### src/sv/aus_pkg.sv
// Shared types and constants for the Annex B access unit splitter.
// No dependencies; imported by every module of the block.
`default_nettype none

package aus_pkg;

	localparam int OFFSET_BITS_DEFAULT = 32;
	localparam int POS_CAP_BITS        = 32;

	// Result queue depth; the input throttle reserves room for two results per item.
	localparam int Q_DEPTH = 4;
	localparam int Q_PW    = $clog2(Q_DEPTH);
	localparam int Q_CW    = $clog2(Q_DEPTH + 1);

	localparam logic [7:0] BYTE_ZERO = 8'h00;
	localparam logic [7:0] BYTE_ONE  = 8'h01;
	localparam logic [4:0] AVC_TYPE_MASK = 5'h1f;
	localparam logic [5:0] HEVC_TYPE_MASK = 6'h3f;
	localparam logic [4:0] AVC_TYPE_AUD  = 5'd9;
	localparam logic [5:0] HEVC_TYPE_AUD = 6'd35;

	localparam logic CODEC_AVC  = 1'b0;
	localparam logic CODEC_HEVC = 1'b1;

	localparam logic [1:0] ST_OK       = 2'd0;
	localparam logic [1:0] ST_NO_UNIT  = 2'd1;
	localparam logic [1:0] ST_OVERFLOW = 2'd2;

	typedef struct packed {
		logic [7:0] stream_byte;
		logic       end_of_stream;
	} item_t;

	typedef struct packed {
		logic [31:0] au_offset;
		logic [31:0] au_length;
		logic        au_final;
		logic [1:0]  status;
	} result_t;

	// Results produced by one item, in emission order.
	typedef struct packed {
		logic [1:0] count;
		result_t    first;
		result_t    second;
	} push_t;

endpackage

`default_nettype wire

### src/sv/annexb_access_unit_splitter_core.sv
// Top level of the Annex B access unit splitter: config register, parser, result queue.
// Depends on aus_pkg, aus_parse and aus_outq.
//
//   channel  direction  handshake            payload
//   item     in         item_valid/stall     aus_pkg::item_t (byte, end marker)
//   result   out        result_valid/stall   aus_pkg::result_t (offset, length, final, status)
//   cfg      in         cfg_valid/ready      cfg_data = codec_mode
//
// One byte is accepted per cycle while item_stall is low. A byte is parsed in the cycle after
// its transfer and its results enter the four-entry queue at the end of that cycle, from which
// they are offered on the result port.
// Bytes are refused while the queue could not hold two more results per byte in flight.
// Reset clears all stream state and sets codec_mode to H.264; no clearing pass is needed.
`default_nettype none

module annexb_access_unit_splitter_core #(
	parameter int OFFSET_BITS = aus_pkg::OFFSET_BITS_DEFAULT
) (
	input  wire logic             clk,
	input  wire logic             arst_n,
	input  wire logic             item_valid,
	output logic                  item_stall,
	input  wire aus_pkg::item_t   item,
	output logic                  result_valid,
	input  wire logic             result_stall,
	output aus_pkg::result_t      result,
	input  wire logic             cfg_valid,
	output logic                  cfg_ready,
	input  wire logic             cfg_data
);
	import aus_pkg::*;

	logic            codec_mode_q;
	logic            take;
	logic            busy;
	push_t           push;
	logic [Q_CW-1:0] level;

	assign cfg_ready = 1'b1;

	always_ff @(posedge clk or negedge arst_n) begin
		if (!arst_n) begin
			codec_mode_q <= CODEC_AVC;
		end else if (cfg_valid && cfg_ready) begin
			codec_mode_q <= cfg_data;
		end
	end

	// The byte in the parse stage may still add two results before this one can.
	assign item_stall = (Q_CW'(level) + (busy ? Q_CW'(2) : Q_CW'(0))) > Q_CW'(Q_DEPTH - 2);
	assign take       = item_valid && !item_stall;

	aus_parse #(
		.OFFSET_BITS(OFFSET_BITS)
	) u_parse (
		.clk        (clk),
		.arst_n     (arst_n),
		.take       (take),
		.item       (item),
		.codec_mode (codec_mode_q),
		.busy       (busy),
		.push       (push)
	);

	aus_outq u_outq (
		.clk          (clk),
		.arst_n       (arst_n),
		.push         (push),
		.result_stall (result_stall),
		.result_valid (result_valid),
		.result       (result),
		.level        (level)
	);

endmodule

`default_nettype wire

### src/sv/aus_parse.sv
// Input register and start code / NAL header parser with access unit tracking.
// Depends on aus_pkg.
`default_nettype none

module aus_parse #(
	parameter int OFFSET_BITS = aus_pkg::OFFSET_BITS_DEFAULT
) (
	input  wire logic          clk,
	input  wire logic          arst_n,
	input  wire logic          take,
	input  wire aus_pkg::item_t item,
	input  wire logic          codec_mode,
	output logic               busy,
	output aus_pkg::push_t     push
);
	import aus_pkg::*;

	localparam int PW = (OFFSET_BITS > POS_CAP_BITS) ? POS_CAP_BITS : OFFSET_BITS;
	localparam logic [PW-1:0] POS_MAX = '1;

	logic          valid_s1;
	item_t         item_s1;

	logic [PW-1:0] pos_q, pos_n;
	logic [1:0]    zrun_q, zrun_n;
	logic          hdr_exp_q, hdr_exp_n;
	logic [PW-1:0] code_q, code_n;
	logic          sec_pend_q, sec_pend_n;
	logic          pend_aud_q, pend_aud_n;
	logic          open_q, open_n;
	logic [PW-1:0] start_q, start_n;
	logic          ovf_q, ovf_n;

	logic          nal, aud;
	logic [7:0]    b;
	result_t       close_res, end_res;
	logic          close_hit;

	always_ff @(posedge clk or negedge arst_n) begin
		if (!arst_n) begin
			valid_s1 <= 1'b0;
		end else begin
			valid_s1 <= take;
		end
	end

	always_ff @(posedge clk) begin
		if (take) begin
			item_s1 <= item;
		end
	end

	assign busy = valid_s1;
	assign b    = item_s1.stream_byte;

	always_comb begin
		pos_n      = pos_q;
		zrun_n     = zrun_q;
		hdr_exp_n  = hdr_exp_q;
		code_n     = code_q;
		sec_pend_n = sec_pend_q;
		pend_aud_n = pend_aud_q;
		open_n     = open_q;
		start_n    = start_q;
		ovf_n      = ovf_q;
		nal        = 1'b0;
		aud        = 1'b0;
		close_hit  = 1'b0;
		close_res  = '0;
		end_res    = '0;
		push       = '0;

		if (valid_s1 && !ovf_q) begin
			if (pos_q == POS_MAX) begin
				ovf_n = 1'b1;
			end else begin
				if (sec_pend_q) begin
					sec_pend_n = 1'b0;
					nal        = 1'b1;
					aud        = pend_aud_q;
				end else if (hdr_exp_q) begin
					hdr_exp_n = 1'b0;
					if (codec_mode == CODEC_AVC) begin
						nal = 1'b1;
						aud = (b[4:0] & AVC_TYPE_MASK) == AVC_TYPE_AUD;
					end else begin
						pend_aud_n = (b[6:1] & HEVC_TYPE_MASK) == HEVC_TYPE_AUD;
						sec_pend_n = 1'b1;
					end
				end

				// The unit is tracked against the start code that preceded this header.
				if (nal) begin
					if (!open_q) begin
						open_n  = 1'b1;
						start_n = code_q;
					end else if (aud) begin
						close_hit           = 1'b1;
						close_res.au_offset = 32'(start_q);
						close_res.au_length = 32'(code_q - start_q);
						close_res.au_final  = 1'b0;
						close_res.status    = ST_OK;
						start_n             = code_q;
					end
				end

				if (b == BYTE_ONE && zrun_q >= 2'd2) begin
					code_n    = pos_q - ((zrun_q == 2'd3) ? PW'(3) : PW'(2));
					hdr_exp_n = 1'b1;
					zrun_n    = 2'd0;
				end else if (b == BYTE_ZERO) begin
					if (zrun_q != 2'd3) begin
						zrun_n = zrun_q + 2'd1;
					end
				end else begin
					zrun_n = 2'd0;
				end

				pos_n = pos_q + PW'(1);
			end
		end

		end_res.au_final = 1'b1;
		if (ovf_n) begin
			end_res.status = ST_OVERFLOW;
		end else if (open_n) begin
			end_res.au_offset = 32'(start_n);
			end_res.au_length = 32'(pos_n - start_n);
			end_res.status    = ST_OK;
		end else begin
			end_res.status = ST_NO_UNIT;
		end

		if (valid_s1) begin
			if (close_hit) begin
				push.first = close_res;
				push.second = end_res;
				push.count = item_s1.end_of_stream ? 2'd2 : 2'd1;
			end else if (item_s1.end_of_stream) begin
				push.first = end_res;
				push.count = 2'd1;
			end
		end
	end

	always_ff @(posedge clk or negedge arst_n) begin
		if (!arst_n) begin
			pos_q      <= '0;
			zrun_q     <= '0;
			hdr_exp_q  <= 1'b0;
			code_q     <= '0;
			sec_pend_q <= 1'b0;
			pend_aud_q <= 1'b0;
			open_q     <= 1'b0;
			start_q    <= '0;
			ovf_q      <= 1'b0;
		end else if (valid_s1 && item_s1.end_of_stream) begin
			pos_q      <= '0;
			zrun_q     <= '0;
			hdr_exp_q  <= 1'b0;
			code_q     <= '0;
			sec_pend_q <= 1'b0;
			pend_aud_q <= 1'b0;
			open_q     <= 1'b0;
			start_q    <= '0;
			ovf_q      <= 1'b0;
		end else begin
			pos_q      <= pos_n;
			zrun_q     <= zrun_n;
			hdr_exp_q  <= hdr_exp_n;
			code_q     <= code_n;
			sec_pend_q <= sec_pend_n;
			pend_aud_q <= pend_aud_n;
			open_q     <= open_n;
			start_q    <= start_n;
			ovf_q      <= ovf_n;
		end
	end

endmodule

`default_nettype wire

### src/sv/aus_outq.sv
// Result queue: takes up to two results per cycle, delivers one per transfer.
// Depends on aus_pkg.
`default_nettype none

module aus_outq (
	input  wire logic             clk,
	input  wire logic             arst_n,
	input  wire aus_pkg::push_t   push,
	input  wire logic             result_stall,
	output logic                  result_valid,
	output aus_pkg::result_t      result,
	output logic [aus_pkg::Q_CW-1:0] level
);
	import aus_pkg::*;

	result_t         mem [Q_DEPTH];
	logic [Q_PW-1:0] wr_q, rd_q;
	logic [Q_CW-1:0] count_q;
	logic            pop;

	assign result_valid = count_q != '0;
	assign result       = mem[rd_q];
	assign pop          = result_valid && !result_stall;
	assign level        = count_q;

	always_ff @(posedge clk) begin
		if (push.count != 2'd0) begin
			mem[wr_q] <= push.first;
		end
		if (push.count == 2'd2) begin
			mem[wr_q + Q_PW'(1)] <= push.second;
		end
	end

	always_ff @(posedge clk or negedge arst_n) begin
		if (!arst_n) begin
			wr_q    <= '0;
			rd_q    <= '0;
			count_q <= '0;
		end else begin
			wr_q    <= wr_q + Q_PW'(push.count);
			rd_q    <= rd_q + Q_PW'(pop);
			count_q <= count_q + Q_CW'(push.count) - Q_CW'(pop);
		end
	end

endmodule

`default_nettype wire

### config.mk
export PLATFORM = sky130hd
export DESIGN_NAME = annexb_access_unit_splitter_core
export DESIGN_NICKNAME = d
export VERILOG_FILES = /design/src/sv/aus_pkg.sv /design/src/sv/annexb_access_unit_splitter_core.sv /design/src/sv/aus_parse.sv /design/src/sv/aus_outq.sv
export SDC_FILE = /design/constraint.sdc
export NUM_CORES = 1
export LEC_CHECK = 0
export ABC_CLOCK_PERIOD_IN_PS = 10390
export CORE_MARGIN = 10
export CORE_UTILIZATION = 55
export CTS_CLUSTER_DIAMETER = 80
export DETAILED_ROUTE_END_ITERATION = 6
export DONT_BUFFER_PORTS = 1
export PLACE_DENSITY = 0.7
export SLEW_MARGIN = 40
export SYNTH_ARGS = -nofsm -noshare
export SYNTH_HDL_FRONTEND = slang
export SYNTH_SLANG_ARGS = --single-unit
### constraint.sdc
create_clock -name clk -period 10.39 [get_ports clk]
set_input_delay 0 -clock clk [delete_from_list [all_inputs] [get_ports clk]]
set_output_delay 0 -clock clk [all_outputs]
set_load 0.05 [all_outputs]
==> results.cfg, run 1 <==
[hold_path]
min_from = item[4]
min_path_cells = 1
min_path_type = primary input to register
min_to = u_parse.b[3]$_DFFE_PP_

[synth]
ys_types = 77
synth_fp_nets = 2436
synth_ff_type = edfxtp_1
yosysWarnings = 0
syn_avg_cell_area_sq_um = 10.13
async_flop_share = 0.2879
ys_ff_latch = 389
synth_seq_area_share = 0.4699
synth_edf_count = 277
syn-instance-count = 2336
mappedNetlistArea_sq_um = 23670

[critical_path]
critPathTopFamily = compound AO/OA/AOI/OAI gates
ff2ff_path_depth = 19
reg2reg_to = u_outq.mem[0][27]$_DFFE_PP_
cp.required_ps = 10720
slowest_delay_ps = 640
worstPathMaxFanout = 32
rrSetupSlack_ps = 4560
crit_chain = ha_1 -> and3_1 -> a41oi_1 -> buf_4 -> o211a_1 -> buf_4 -> mux2i_1 -> inv_1 -> ha_1 -> fa_1 -> nand2b_1 -> a21oi_1 -> a21oi_1 -> o21ai_1 -> nor4b_1 -> o41ai_1 -> xnor2_1 -> a21o_1 -> o21ai_0
path_class = register to register
path_buf_inv = 3
endpoint_kind = register
startpoint_type = register
reg2reg_from = u_parse.pos_q[0]$_DFF_PN0_
cp.arrival_ps = 6160
cp_slowest_cell = o21ai_1

[sta]
drv_slew = 0
fin_crit_ps = 5829
clock_skew_ps = 30.85
finalSetupViolCount = 0
worstMarginPinSlew_ps = 867.2
max_slew_margin = 0.4157
period_share = 0.5610
fmax_mhz = 171.6
hold_violations = 0
setup_tns_ps = 0
rsz0062_at_grt = no

[detailed_routing]
avgRoutedWirePerCell_um = 25.88
via_per_inst = 6.695
drtIter0Drc = 2517
postRouteAntennaNets = 0
wl_mm = 72.81
dr.pass1.iters = 6
num_vias = 18832
drcViolationCount = 0

[cts]
cts_root_buf = clkbuf_16
cts_tree = yes
cts_inserted_buffers = 45
clk-insertion-delay-late_ps = 600
postCtsSetupBuffers = 0
cts-htree-levels = 2
clockBufferDepth = 3
holdBufCountCts = 15
clkTransAtPathRegs_ps = 60
cts_resized = 0
clock_sinks = 389

[floorplanning]
io_pins = 85
die_h_um = 227.4
start_util = 0.5604
die_area_sq_um = 51720
core_sq_um = 42230
die_w_um = 227.4
rows = 75

[pwr]
finalPower_uw = 5522
ir_drop_mv = 0.2043
leakagePower_uw = 0.009360
p_per_area_nw_per_um2 = 216.1

[run_status]
status = finished, final reports clean

[finish]
area_delta_synth_final_pct = 7.968
antenna_cells = 0
fillers = 3477
final_layout_size_suffix_gt1_frac = 0.09191
final_common_cell = nor2_1
nets = 2343
multiInputGateArea_sq_um = 11620
seqCellArea_sq_um = 11130
final_cell_mix = 311 x nor2_1, 301 x a21oi_1, 277 x edfxtp_1, 167 x o22ai_1, 110 x dfrtp_1

[grt]
grt_pass1_vias = 17976
grt_max_degree = 113
grt_antenna_before_repair = 3
grtUsageTotal = 0.2823
grt_pass1_wl_mm = 110.5
grt_overflow = 0

[placement]
place.gp.congestion = 0.9932
io_buffers = 0
dp_hpwl_mm = 49.63

[run]
max_cap_viol_count = 0
## routing by layer
layer	vias up	global-route usage	wire (um)
met3	168	0.04954	6553
met2	990	0.4419	33280
met4	4	0.1202	3298
li1	8481	-	-
met1	9189	0.3818	29640
met5	-	0	27
## state kept, by name, summed over array words and instances (netlist names)
register,flops
u_parse.pend_aud_q,1
u_parse.start_q,32
u_parse.sec_pend_q,1
u_parse.pos_q,32
u_outq.level,3
u_parse.zrun_q,2
u_parse.open_q,1
u_parse.b,8
u_parse.item_s1,1
u_parse.ovf_q,1
u_parse.code_q,32
u_outq.mem,268
u_parse.hdr_exp_q,1
u_parse.busy,1
codec_mode_q,1
u_outq.wr_q,2
u_outq.rd_q,2
## final cells by class
type	count	share of cell area
clock buffers	60	0.04711
well taps	539	0.02639
inverters	64	0.009500
repair buffers	49	0.01929
multi-input cells	1694	0.4549
flip-flops and latches	389	0.4354
clock inverters	18	0.007394
## worst reg2reg max path: stages (launching register included)
cell	delay (ps)
dfrtp_1	430
ha_1	260
and3_1	200
a41oi_1	210
buf_4	250
o211a_1	180
buf_4	550
mux2i_1	350
inv_1	90
ha_1	230
fa_1	450
nand2b_1	180
a21oi_1	210
a21oi_1	160
o21ai_1	640
nor4b_1	170
o41ai_1	470
xnor2_1	360
a21o_1	130
o21ai_0	70
## power by group
part / switching, uW / total [uW] / internal [uW]
Sequential: 62.6 / 1830 / 1770
Combinational: 1570 / 2160 / 587
Clock: 662 / 1530 / 870
## per-stage QoR
step,hold slack [ps],cells,instance area (sq um),worst slack (ps),util
5_1_grt,40.15,2813,25550,4161,0.6051
4_1_cts,21.30,2811,25490,4737,0.6036
3_3_place_gp,-283.0,2714,23840,4911,0.5645
2_1_floorplan,-295.6,2336,23670,1951,-
3_5_place_dp,-285.9,2718,23930,4778,0.5666
6_report,49.09,2813,25550,4561,0.6051
## cells by family (layout without fill, tap and decap cells)
group | Yosys count | in the layout | share of synthesized area
other | 1 | 1 | 0.0001585
and+or+nand+nor | 677 | 677 | 0.1353
muxes | 123 | 123 | 0.08771
buffers and inverters | 253 | 191 | 0.04420
AOI/OAI and AO/OA | 696 | 696 | 0.1754
xor gates and xnor gates | 112 | 112 | 0.04145
DFF | 389 | 389 | 0.4699
adders and majority gates | 85 | 85 | 0.04589
## how the worst max path moves through the flow
| stage | start | slack (ps) | endpoint | cells past startpoint |
|---|---|---|---|---|
| after floorplan | u_parse.pos_q[0]$_DFF_PN0_ | 1950 | u_outq.mem[2][0]$_DFFE_PP_ | 14 |
| after global placement | u_parse.pos_q[0]$_DFF_PN0_ | 4910 | u_outq.mem[0][27]$_DFFE_PP_ | 19 |
| after detailed placement | u_parse.pos_q[0]$_DFF_PN0_ | 4780 | u_outq.mem[1][29]$_DFFE_PP_ | 19 |
| after CTS | u_parse.pos_q[0]$_DFF_PN0_ | 4740 | u_outq.mem[3][29]$_DFFE_PP_ | 19 |
| after global routing | u_parse.pos_q[0]$_DFF_PN0_ | 4160 | u_outq.mem[0][27]$_DFFE_PP_ | 19 |
| final | u_parse.pos_q[0]$_DFF_PN0_ | 4560 | u_outq.mem[0][27]$_DFFE_PP_ | 19 |
## Yosys cell counts, drive strengths merged (39+ instances only)
library cell	instances	area, sq um
nor2	315	1190
dfrtp	112	2803
mux2i	51	510.5
edfxtp	277	8318
mux4	67	1509
inv	64	240.2
o21ai	69	345.3
nand2b	55	344.1
buf	76	381.6
ha	82	1026
clkbuf	113	424.2
nand2	101	379.1
o22ai	167	1045
xnor2	80	700.7
and2	39	244.0
a21oi	301	1506
Note: power is estimated with default switching activity, not from simulation.
==> run 2, diff against run 1 <==
ABC_CLOCK_PERIOD_IN_PS = 5200   (was 10390)
PLACE_DENSITY = 0.73   (was 0.7)
clock period = 5.2 ns   (was 10.39 ns; I/O delays follow)
==> run 2 against run 1 <==
  * The flow now finishes with violations (design-rule violations)
  * Power rose by 100%
  * First-iteration DRC count rose by 3.9%
  * Final cell count rose by 2.6%
  * Via count rose by 1.0%
  * Sequential share of layout area fell by 1.1 points
  * Non-clock buffer count rose by 72
  * Utilization rose by 1.5 points
  * Largest power group unchanged
  * Worst setup slack got worse by 4400 ps
  * Routed wire length fell by 0.46%
  * Count of clock-buffer cells in the layout rose by 2
  * Critical endpoint is now u_outq.mem[3][33]$_DFFE_PP_
  * Clock skew fell by 9.0 ps
==> results.cfg, run 2 (same netlist as run 1, synthesis figures left out) <==
[detailed_routing]
wl_mm = 72.47
num_vias = 19026
avgRoutedWirePerCell_um = 25.10
dr.pass1.iters = 7
via_per_inst = 6.590
drtIter0Drc = 2616
postRouteAntennaNets = 0
drcViolationCount = 1

[hold_path]
min_to = u_parse.b[4]$_DFFE_PP_
min_path_cells = 1
min_path_type = primary input to register
min_from = item[5]

[run_status]
violations = design-rule violations
status = complete, but fails checks

[critical_path]
startpoint_type = register
endpoint_kind = register
reg2reg_from = u_parse.pos_q[1]$_DFF_PN0_
cp.required_ps = 5500
cp.arrival_ps = 5340
reg2reg_to = u_outq.mem[3][33]$_DFFE_PP_
ff2ff_path_depth = 20
rrSetupSlack_ps = 160
critical_path.startpoint = u_parse.pos_q[1]$_DFF_PN0_
path_class = register to register
worstPathMaxFanout = 6

[floorplanning]
rows = 75
io_pins = 85
die_area_sq_um = 51720
core_sq_um = 42230
die_h_um = 227.4
die_w_um = 227.4
start_util = 0.5604

[sta]
fin_crit_ps = 5042
fmax_mhz = 198.3
hold_violations = 0
fin_ws_ps = 158.4
drv_slew = 0
max_slew_margin = 0.3910
period_share = 0.9695
clock_skew_ps = 21.86
finalSetupViolCount = 0
worstMarginPinSlew_ps = 904.0

[pwr]
comb_power_share = 0.396
power.net_switching_uw = 4541
p_per_area_nw_per_um2 = 423.6
ir_drop_mv = 0.5005
switching_share = 0.4092
pwr-share-clk = 0.275
leakagePower_uw = 0.009752
p_int_uw = 6557
p_seq_frac = 0.329

[cts]
clockBufferDepth = 3
cts_inserted_buffers = 44
cts_tree = yes
cts-htree-levels = 2
clkTransAtPathRegs_ps = 60
clk-insertion-delay-late_ps = 590
cts_root_buf = clkbuf_16
clock_sinks = 389

[finish]
final_util = 0.6205
largest_reg_flops = 268
final_cell_mix = 309 x nor2_1, 300 x a21oi_1, 277 x edfxtp_1, 167 x o22ai_1, 110 x dfrtp_1
final_layout_size_suffix_gt1_frac = 0.1219
area_delta_synth_final_pct = 10.72
nets = 2414
fin_cells = 2887
top_register = u_outq.mem
final_common_cell = nor2_1

[placement]
place.gp.congestion = 1.001
dp_hpwl_mm = 50.75
io_buffers = 0
placed_cells = 2783
pre_cts_ws_ps = 65.37

[grt]
grt_pass1_vias = 17893
grt_max_degree = 145
grtUsageTotal = 0.2803
grt_overflow = 0
grt_pass1_wl_mm = 110.5
grt_antenna_before_repair = 0

[run]
max_cap_viol_count = 0
run 2: power by group through the flow:
stage | registers (uW) | clock network (uW) | logic [uW]
floorplan | 3650 | 0 | 3250
global placement | 3710 | 0 | 4280
detailed placement | 3720 | 0 | 4310
CTS | 3660 | 3080 | 4350
global route | 3680 | 3200 | 4610
finish | 3660 | 3050 | 4390
run 2: critical path, cell delays in order (launching register included):
cell and delay, ps:
dfrtp_1 440, ha_1 260, and3_1 200, and4_1 230, or2_2 350, nor2_2 200
nand3_2 180, nor2_1 160, xor2_1 240, ha_1 350, a21o_1 240, a21oi_1 260
a21boi_0 380, o32ai_1 160, a311oi_1 300, xnor2_1 120, buf_4 160, nand2_1 50
nor3b_1 220, buf_4 170, o22ai_1 80
run 2: per-layer routing:
| metal | up-vias | track usage | part of all wire |
|---|---|---|---|
| li1 | 8631 | - | - |
| met1 | 9271 | 0.3772 | 0.41 |
| met2 | 971 | 0.4468 | 0.47 |
| met3 | 153 | 0.05122 | 0.086 |
| met4 | 0 | 0.1030 | 0.038 |
| met5 | - | 0 | 0 |
run 2: final cells by class:
class / count / area (sq um)
antenna: 1 / 2.502
inverter: 64 / 242.7
clock inverter: 17 / 156.4
tap: 539 / 674.4
timing repair buffer: 121 / 1100
clock buffer: 62 / 1231
sequential: 389 / 11130
fill: 3402 / 16030
multi-input combinational: 1694 / 11670
run 2: worst max path at each step:
stage                                   to  slack, ps  cells past startpoint
3_5_place_dp   u_outq.mem[3][33]$_DFFE_PP_         70                     19
4_1_cts        u_outq.mem[3][33]$_DFFE_PP_         60                     19
2_1_floorplan   u_outq.mem[1][0]$_DFFE_PP_         70                     13
6_report       u_outq.mem[3][33]$_DFFE_PP_        160                     20
5_1_grt        u_outq.mem[3][33]$_DFFE_PP_        -10                     20
3_3_place_gp   u_outq.mem[0][27]$_DFFE_PP_        160                     21
run 2: stage by stage:
stage	TNS, ps	total power (uW)	area, sq um	hold slack (ps)
after floorplan	0	6896	23690	-295.6
after global placement	0	7992	24460	-287.8
after detailed placement	0	8027	24480	-287.7
after CTS	0	11090	26030	29.93
after global routing	-10.22	11490	26200	37.37
final	0	11100	26200	57.12
run 2: repair_timing:
item,CTS,global route
endpoints found under the setup margin,0,60
endpoints found under the hold margin,135,0
hold buffers,15,0
buffers inserted,0,9
resized for setup,0,19
